===== src/hdl/buddy_block_allocator_macros.svh =====
// Assertion helpers for the buddy block allocator.
// Each macro assumes signals clk and rst_n in the using scope.
`ifndef BUDDY_BLOCK_ALLOCATOR_MACROS_SVH
`define BUDDY_BLOCK_ALLOCATOR_MACROS_SVH

`ifndef SYNTH
`define BBA_ASSERT_IMP(lbl, ante, cons, msg) \
  lbl: assert property (@(posedge clk) disable iff (!rst_n) (ante) |-> (cons)) \
    else $error(msg);
`define BBA_ASSERT_NXT(lbl, ante, cons, msg) \
  lbl: assert property (@(posedge clk) disable iff (!rst_n) (ante) |=> (cons)) \
    else $error(msg);
`else
`define BBA_ASSERT_IMP(lbl, ante, cons, msg)
`define BBA_ASSERT_NXT(lbl, ante, cons, msg)
`endif

`endif


===== src/hdl/bba_pkg.sv =====
`default_nettype none
package bba_pkg;

  localparam int MEM_ORDER_DEF   = 10;
  localparam int TABLE_DEPTH_DEF = 512;
  localparam int SIZE_W  = 11;
  localparam int REQ_W   = 8;
  localparam int NUM_W   = 10;
  localparam int ADDR_W  = 10;
  localparam int ORD_W   = 4;
  localparam int KORD_W  = 4;

  localparam logic [1:0] ST_OK      = 2'd0;
  localparam logic [1:0] ST_BADSIZE = 2'd1;
  localparam logic [1:0] ST_NOBLOCK = 2'd2;

  localparam logic MODE_ALLOC   = 1'b0;
  localparam logic MODE_RELEASE = 1'b1;

  typedef struct packed {
    logic              mode;
    logic [SIZE_W-1:0] size_request;
    logic [REQ_W-1:0]  requester_id;
  } in_t;

  typedef struct packed {
    logic [1:0]        status;
    logic [NUM_W-1:0]  block_number;
    logic [ADDR_W-1:0] start_address;
    logic [ORD_W-1:0]  block_order;
  } out_t;

  typedef struct packed {
    logic              ok;
    logic [KORD_W-1:0] k;
  } size_dec_t;

endpackage
`default_nettype wire


===== src/hdl/bba_size_dec.sv =====
`default_nettype none
module bba_size_dec
  import bba_pkg::*;
#(
  parameter int MEM_ORDER = MEM_ORDER_DEF
) (
  input  wire logic [SIZE_W-1:0] size_request,
  output size_dec_t              dec
);

  logic [SIZE_W-1:0] m;

  always_comb begin
    m = size_request - SIZE_W'(1);
    dec.ok = (size_request >= SIZE_W'(2)) &&
             (32'(size_request) <= (32'd1 << MEM_ORDER));
    dec.k = '0;
    // ceiling log2: one above the top set bit of size minus one
    for (int i = 0; i < SIZE_W; i++) begin
      if (m[i]) begin
        dec.k = KORD_W'(i + 1);
      end
    end
  end

endmodule
`default_nettype wire


===== config.mk =====
export PLATFORM = sky130hd
export DESIGN_NAME = bba_size_dec
export DESIGN_NICKNAME = d
export VERILOG_FILES = /design/src/hdl/buddy_block_allocator_macros.svh /design/src/hdl/bba_pkg.sv /design/src/hdl/bba_size_dec.sv
export SDC_FILE = /design/constraint.sdc
export NUM_CORES = 1
export LEC_CHECK = 0
export BUFFER_PORTS_ARGS = -buffer_cell sky130_fd_sc_hd__buf_2
export CAP_MARGIN = 20
export CORE_AREA = 5 5 42 44
export DETAILED_ROUTE_END_ITERATION = 7
export DIE_AREA = 0 0 47 49
export GPL_TIMING_DRIVEN = 0
export PLACE_DENSITY_LB_ADDON = 0.2
export SYNTH_ARGS = -nofsm -noshare
export SYNTH_HDL_FRONTEND = slang
export SYNTH_SLANG_ARGS = --single-unit

===== constraint.sdc =====
create_clock -name vclk -period 1.6
set_input_delay 0 -clock vclk [all_inputs]
set_output_delay 0 -clock vclk [all_outputs]
set_load 0.1 [all_outputs]

# Yosys cells after proc, flatten, opt, wreduce, memory -nomap -nowiden
# Cells that the tools add are included.
totals:
  memories: 0
  reg_bits: 0
  mem_bits_ro: 0
  output_inout_bits: 5
  in_bits: 11
  mem_bits_rw: 0
  latch_bits: 0
  elab_cells: 15
classes:
  bitwise_logic: 0
  n_eq_ne: 0
  multipliers: 0
  div: 0
  reduce_logical: 1
  n_mux: 11
  n_lt_le_gt_ge: 2
  n_addsub: 1
  shifts: 0
ops:
  columns: ["op", "count"]
  rows:
  - ["$mux 4", 10]
  - ["$ge 11x2->1 const B", 1]
  - ["$le 11x11->1 const B", 1]
  - ["$sub 11x1->11 const B", 1]
  - ["$logic_and 1x1->1", 1]
  - ["$mux 1", 1]

# Logic depth before layout (Yosys ltp)
# Gate-level depths: netlist of run 1.
depth:
  ltp_word: 12
  ltp_mapped: 8
  ltp_nobuf: 7

# Worst setup path before layout of run 1
# OpenSTA, ideal clock, no wires.
synth_timing:
  path_kind: "input to output"
  start: "input size_request[0]"
  end: "output dec[2] (netlist bit)"
  arrival_ns: 3.290
  t_required_ns: 1.600
  path_slack_ns: -1.690
  n_path_buf: 1
  stages: 8
  path_cell_list: "inv_1 -> ha_1 -> or4b_1 -> clkbuf_1 -> o21ai_1 -> a211oi_1 -> o22ai_1 -> o21ba_1"
synth_rtl:
  columns: ["element", "line_no", "source"]
  rows:
  - ["start, declared", "bba_size_dec.sv:7", "input wire logic [SIZE_W-1:0] size_request,"]
  - ["end, declared", "bba_size_dec.sv:8", "output size_dec_t dec"]

==> reports/metrics.csv, run 1 <==
metric,value,unit
Max Freq,529.9,MHz
cell taking the most area after synthesis,ha_1,
num ports,16,
Critical-path top delay cell,or4_4,
Clock power frac,0,
Avg Synthesized Cell Area,6.890,sq um
Layout area overhead,87.97,%
Total GRT Usage,0.1467,
grt ovf,0,
critical path type,in2out,
pwr dens,262.3,nW/um^2
CP Data Arrival Time,1.89,ns
top post-synthesis cells by area,"ha_1, inv_1, nor3_1",
CP max stage delay,0.57,ns
Yosys warnings,0,
Max-slew headroom,0.5673,
Die H,49,microns
syn nets,91,
fin worst setup slack,-0.2870,ns
Routed WL,1890,microns
first-pass GRT wire length,2732,microns
met2 wire length,951,microns
"Seq/Total Area, Yosys",0,
wire length on met3,105,microns
crit end category,output port,
top routing layer used,met4,
Setup Viol. Count Final,4,
number of global-route vias before repair,610,
critical path startpoint category,input pin,
Die Wd,47,microns
clkbuf count,0,
min Tclk post-route,1.887,ns
Worst Max-Slew Pin Slew,0.6432,ns
Initial Util,0.3786,
full die area,2303,sq um
Net Sw Frac,0.5735,
synthesized instance count,77,
violated checks,negative setup slack,
min-delay worst type,in2out,
total number of vias,757,
ant diodes,0,
Pwr Total,0.0002616,W
Antenna Nets Post-Route,0,
Seq pwr share,0,
max cap viols,0,
footprint of the multi-input gates,636.9,sq um
register area,0,sq um
sequential cell count,0,
via-per-instance ratio,6.415,
GPL Wtd Cong,0.8801,
critical path data required time,1.60,ns
Final Hold Viols,0,
num rows,14,
peak supply drop,153.7,uV
fraction of layout cells with a size suffix above 1,0.5294,
Setup TNS Final,-1.003,ns
DPL Wire Length,1155,microns
status,"complete, but fails checks",
RSZ-0062 raised after global routing,yes,
share of total power in combinational logic,1.000,
Internal,0.0001116,W
PortBufs,14,
core area,1401,sq um
Fin Hold WS,0.4751,ns
Pleak,0.3968,nW
number of distinct library cells after synthesis,41,
CP Max Fanout,4,
crit path cell chain,buf_6 > or4_4 > or4_4 > a21boi_4 > o22ai_4 > buf_4 > buf_6 > buf_12,
antenna violations before repair,0,
"Period Utilization, post-route",1.179,
drt wl/cell,16.02,microns
P_sw,0.0001500,W
Iter 0 DRT Violations,26,
placed cell count,107,
Final #Nets,118,
top cell type's share of synthesized area,0.07075,
met1 WL,792,microns
Post-Syn Area,530.5,sq um
Post-Layout Cell Count,118,
drt pass-1 iters,4,
Slew Limit Fails,0,
pin count of the biggest net entering global routing,11,
number of fill cells,104,
DRC,0,
power by group through the flow:
| stage | Clock [W] | Combinational (W) | Sequential, W |
|---|---|---|---|
| finish | 0 | 0.000262 | 0 |
| global route | 0 | 0.000279 | 0 |
| CTS | 0 | 0.000240 | 0 |
| detailed placement | 0 | 0.000191 | 0 |
| global placement | 0 | 0.000189 | 0 |
| floorplan | 0 | 0.000144 | 0 |
metal layers:
metal / GRT usage / up-vias
li1: - / 354
met1: 0.2196 / 365
met2: 0.2308 / 34
met3: 0.007380 / 4
met4: 0.01843 / 0
met5: 0 / -
stage by stage:
step | setup slack [ns] | util | instance area (sq um)
after floorplan | -0.5763 | - | 630.6
after global placement | -0.6765 | 0.5143 | 720.7
after detailed placement | -0.6884 | 0.5143 | 720.7
after CTS | -0.2801 | 0.6598 | 924.6
after global routing | -0.3795 | 0.7116 | 997.2
final | -0.2870 | 0.7116 | 997.2
cells in the mapped netlist:
| master | count |
|---|---|
| inv_1 | 8 |
| nor2_1 | 5 |
| nor3_1 | 5 |
| clkbuf_1 | 4 |
| ha_1 | 3 |
| o21ai_0 | 3 |
| o21ai_1 | 3 |
| a21oi_1 | 2 |
| buf_6 | 2 |
| nand2_1 | 2 |
| nand3_1 | 2 |
| nand4_1 | 2 |
| nor2b_1 | 2 |
| o2111ai_1 | 2 |
| o211ai_1 | 2 |
| o22ai_1 | 2 |
| o32a_1 | 2 |
| or4_4 | 2 |
| xnor2_1 | 2 |
| a211o_1 | 1 |
| a211oi_1 | 1 |
| a21boi_0 | 1 |
| a21boi_2 | 1 |
| a221oi_1 | 1 |
| a311oi_1 | 1 |
| a32oi_1 | 1 |
| nand2b_1 | 1 |
| nand3b_1 | 1 |
| nor4_1 | 1 |
| nor4b_1 | 1 |
| o211a_1 | 1 |
| o21ba_1 | 1 |
| o21ba_2 | 1 |
| o221ai_1 | 1 |
| o311a_1 | 1 |
| o31a_1 | 1 |
| o31ai_1 | 1 |
| o41ai_2 | 1 |
| or2_2 | 1 |
| or3_1 | 1 |
| or4b_1 | 1 |
path summary, 6_finish.rpt:
path             start      to  slack (ns)  cells after the start
max    size_request[2]  dec[3]       -0.29                      8
min   size_request[10]  dec[4]        0.48                      3
cell families (layout without fill, tap and decap cells):
logic type / count (synthesis) / count (layout) / synth area share
AO/OA/AOI/OAI: 31 / 31 / 0.4670
AND/OR/NAND/NOR: 27 / 27 / 0.3019
buffers and inverters: 14 / 39 / 0.1273
adder cells (fa/ha/maj): 3 / 3 / 0.07076
XOR/XNOR: 2 / 2 / 0.03302
critical path, delay by kind of cell:
| kind | cells | cell delay [ns] |
|---|---|---|
| buf+inv | 4 | 0.51 |
| compound gates | 2 | 0.29 |
| simple gates | 2 | 1.09 |
placed cells by master (no fill, tap or decap), types with 2 or more instances in the layout:
cell	count
buf_4	12
buf_12	6
o32a_1	2
o22ai_4	2
nand3_1	2
buf_6	2
o2111ai_1	2
or4_4	2
nor3_1	4
nor2_1	4
nor2b_1	2
buf_2	7
nand4_1	2
ha_1	2
o211ai_1	2
nand2_1	2
o21ai_1	2
inv_1	6
xnor2_1	2
buf_8	2
o21ai_0	3
cell type report:
class,instances,area share
inverter,8,0.03388
timing repair buffer,27,0.2785
buffer,4,0.02886
multi-input combinational,63,0.6386
tap,16,0.02008
repair_timing:
| item | CTS | global route |
|---|---|---|
| pin swaps | 12 | 5 |
| endpoints found under the setup margin | 5 | 5 |
| buffers inserted | 10 | 3 |
| gates resized for setup | 32 | 11 |
| hold buffers | 0 | 0 |
| endpoints found under the hold margin | 0 | 0 |
Note: power is estimated with default switching activity, not from simulation.
==> run 2: changes to the inputs <==
- ABC_AREA: unset -> 1
==> reports/metrics.csv, run 2 <==
metric,value,unit,change
Clock power frac,0,,unchanged
Worst Hold Depth,3,,unchanged
Internal,0.00004815,W,-57%
Routed WL,954,microns,-50%
"Period Utilization, post-route",0.9304,,-0.2490
crit end category,output port,,
P_sw,0.0001109,W,-26%
GPL Wtd Cong,0.7365,,-16%
Post-Layout Cell Count,109,,-7.6%
number of global-route vias before repair,422,,-31%
Seq pwr share,0,,unchanged
critical path type,in2out,,
core area,1401,sq um,unchanged
Final Hold Viols,0,,unchanged
number of fill cells,159,,+53%
Layout area overhead,25.99,%,
WP buf/inv,4,,unchanged
min-delay src,size_request[10],,
Avg Synthesized Cell Area,6.126,sq um,-11%
Total GRT Usage,0.08714,,-0.05953
Yosys warnings,0,,unchanged
total number of vias,477,,-37%
Max-slew headroom,0.6769,,+0.1096
via-per-instance ratio,4.376,,-32%
syn nets,91,,unchanged
DPL Wire Length,879.2,microns,-24%
fraction of layout cells with a size suffix above 1,0.3978,,-0.1316
clkbuf count,0,,unchanged
Post-Syn Area,471.7,sq um,-11%
"most common cell after layout, fill and taps aside",nand2_1,,
Placed Area,580.6,sq um,-19%
min-delay worst type,in2out,,
Worst Max-Slew Pin Slew,0.4881,ns,-0.1551 ns
synthesized instance count,77,,unchanged
Net Sw Frac,0.6972,,+0.1236
Initial Util,0.3366,,-0.04196
Max Freq,671.8,MHz,+27%
Die H,49,microns,unchanged
pwr dens,267.6,nW/um^2,+2.0%
critical path data required time,1.60,ns,about the same
DRC,0,,unchanged
sequential cell count,0,,unchanged
Antenna Nets Post-Route,0,,unchanged
drt pass-1 iters,2,,-2
top post-synthesis cells by area,"nand2_1, nor2_4, ha_1",,
"Seq/Total Area, Yosys",0,,unchanged
grt ovf,0,,unchanged
Die Wd,47,microns,unchanged
pin count of the biggest net entering global routing,7,,-4
top cell type's share of synthesized area,0.1910,,+0.1202
ant diodes,0,,unchanged
Setup Viol. Count Final,0,,-4
number of distinct library cells after synthesis,24,,-41%
critical path startpoint category,input pin,,
CP Data Arrival Time,1.49,ns,-0.40 ns
post-CTS setup buffer count,0,,-10
CP max stage delay,0.25,ns,-0.32 ns
Layout Cell Area excl Fill,594.3,sq um,-40%
num rows,14,,unchanged
Crit. path cell count,11,,+3
Critical-path top delay cell,ha_1,,
Pleak,0.3102,nW,-22%
Post-synth top cells,"nand2_1, inv_1, nor2_1",,
crit path cell chain,buf_2 > inv_2 > ha_1 > nand3_4 > inv_2 > nand2_1 > xor2_1 > and2_1 > and2_1 > nor2_4 > buf_6,,
full die area,2303,sq um,unchanged
first-pass GRT wire length,1621,microns,-41%
Final #Nets,109,,-7.6%
CP Max Fanout,6,,+2
Slew Limit Fails,0,,unchanged
share of total power in combinational logic,1.000,,about the same
drt wl/cell,8.752,microns,-45%
max cap viols,0,,unchanged
placed cell count,109,,+1.9%
min Tclk post-route,1.489,ns,-0.3985 ns
"commonest cells after routing, fill and taps aside","nand2_1, buf_2, inv_1",,
Iter 0 DRT Violations,8,,-69%
dominant cell by count in the synthesized netlist,nand2_1,,
PortBufs,16,,+2
num ports,16,,unchanged
peak supply drop,81.19,uV,-47%
worst setup path start,size_request[0],,
cell taking the most area after synthesis,nand2_1,,
antenna violations before repair,0,,unchanged
largest delay contributor family on the critical path,simple AND/OR/NAND/NOR gates,,
register area,0,sq um,unchanged
status,"finished, final reports clean",,
hold endpoint,dec[4],,
RSZ-0062 raised after global routing,no,,
[run 2: timing repair]
| action | in CTS | in global routing |
|---|---|---|
| hold buffers | 0 | 0 |
| endpoints found under the setup margin | 1 | 4 |
| hold endpoints to repair | 0 | 0 |
| gates resized for setup | 1 | 5 |
[run 2: stage by stage]
step / worst slack [ns] / util / power, W / setup TNS, ns / hold slack (ns)
CTS: 0.0006267 / 0.4161 / 0.0001578 / 0 / 0.5107
detailed placement: -0.1016 / 0.4143 / 0.0001569 / -0.1091 / 0.5110
global placement: -0.07508 / 0.4143 / 0.0001554 / -0.07508 / 0.5080
global route: 0.0002203 / 0.4241 / 0.0001744 / 0 / 0.5296
finish: 0.1114 / 0.4241 / 0.0001590 / 0 / 0.5070
floorplan: -0.2868 / - / 0.0001161 / -0.2868 / 0.2647
[run 2: layout make-up]
cell class	instances	area, sq um	area share
multi-input combinational	63	427.9	0.7200
timing repair buffer	16	93.84	0.1579
inverter	14	52.55	0.08842
tap	16	20.02	0.03368
[run 2: how the worst max path moves through the flow]
| stage | end | slack [ns] |
|---|---|---|
| 2_1_floorplan | dec[2] | -0.29 |
| 3_3_place_gp | dec[2] | -0.08 |
| 3_5_place_dp | dec[2] | -0.10 |
| 4_1_cts | dec[3] | 0.0006 |
| 5_1_grt | dec[0] | 0.0002 |
| 6_report | dec[2] | 0.11 |
[run 2: kinds of logic after synthesis]
family,Yosys count,share of synthesized area
XOR/XNOR,3,0.1114
AND/OR/NAND/NOR,55,0.6764
adder cells (fa/ha/maj),3,0.07958
buffers and inverters,14,0.1114
AO/OA/AOI/OAI,2,0.02120
[run 2: power groups by stage]
stage | Sequential, W | Clock (W) | Combinational (W)
6_report | 0 | 0 | 0.000159
5_1_grt | 0 | 0 | 0.000174
4_1_cts | 0 | 0 | 0.000158
3_5_place_dp | 0 | 0 | 0.000157
3_3_place_gp | 0 | 0 | 0.000155
2_1_floorplan | 0 | 0 | 0.000116
[run 2: routing by layer]
metal | wire [microns] | share of wire | track usage | up-vias
met2 | 482 | 0.51 | 0.1516 | 8
met1 | 417 | 0.44 | 0.1245 | 201
met5 | 0 | 0 | 0 | -
met4 | 0 | 0 | 0 | 0
met3 | 54 | 0.057 | 0 | 0
li1 | - | - | - | 268
[run 2: tightest hold or removal path, delay by kind of cell]
kind / cells / cell delay (ns)
compound gates: 1 / 0.06
buf+inv: 2 / 0.44
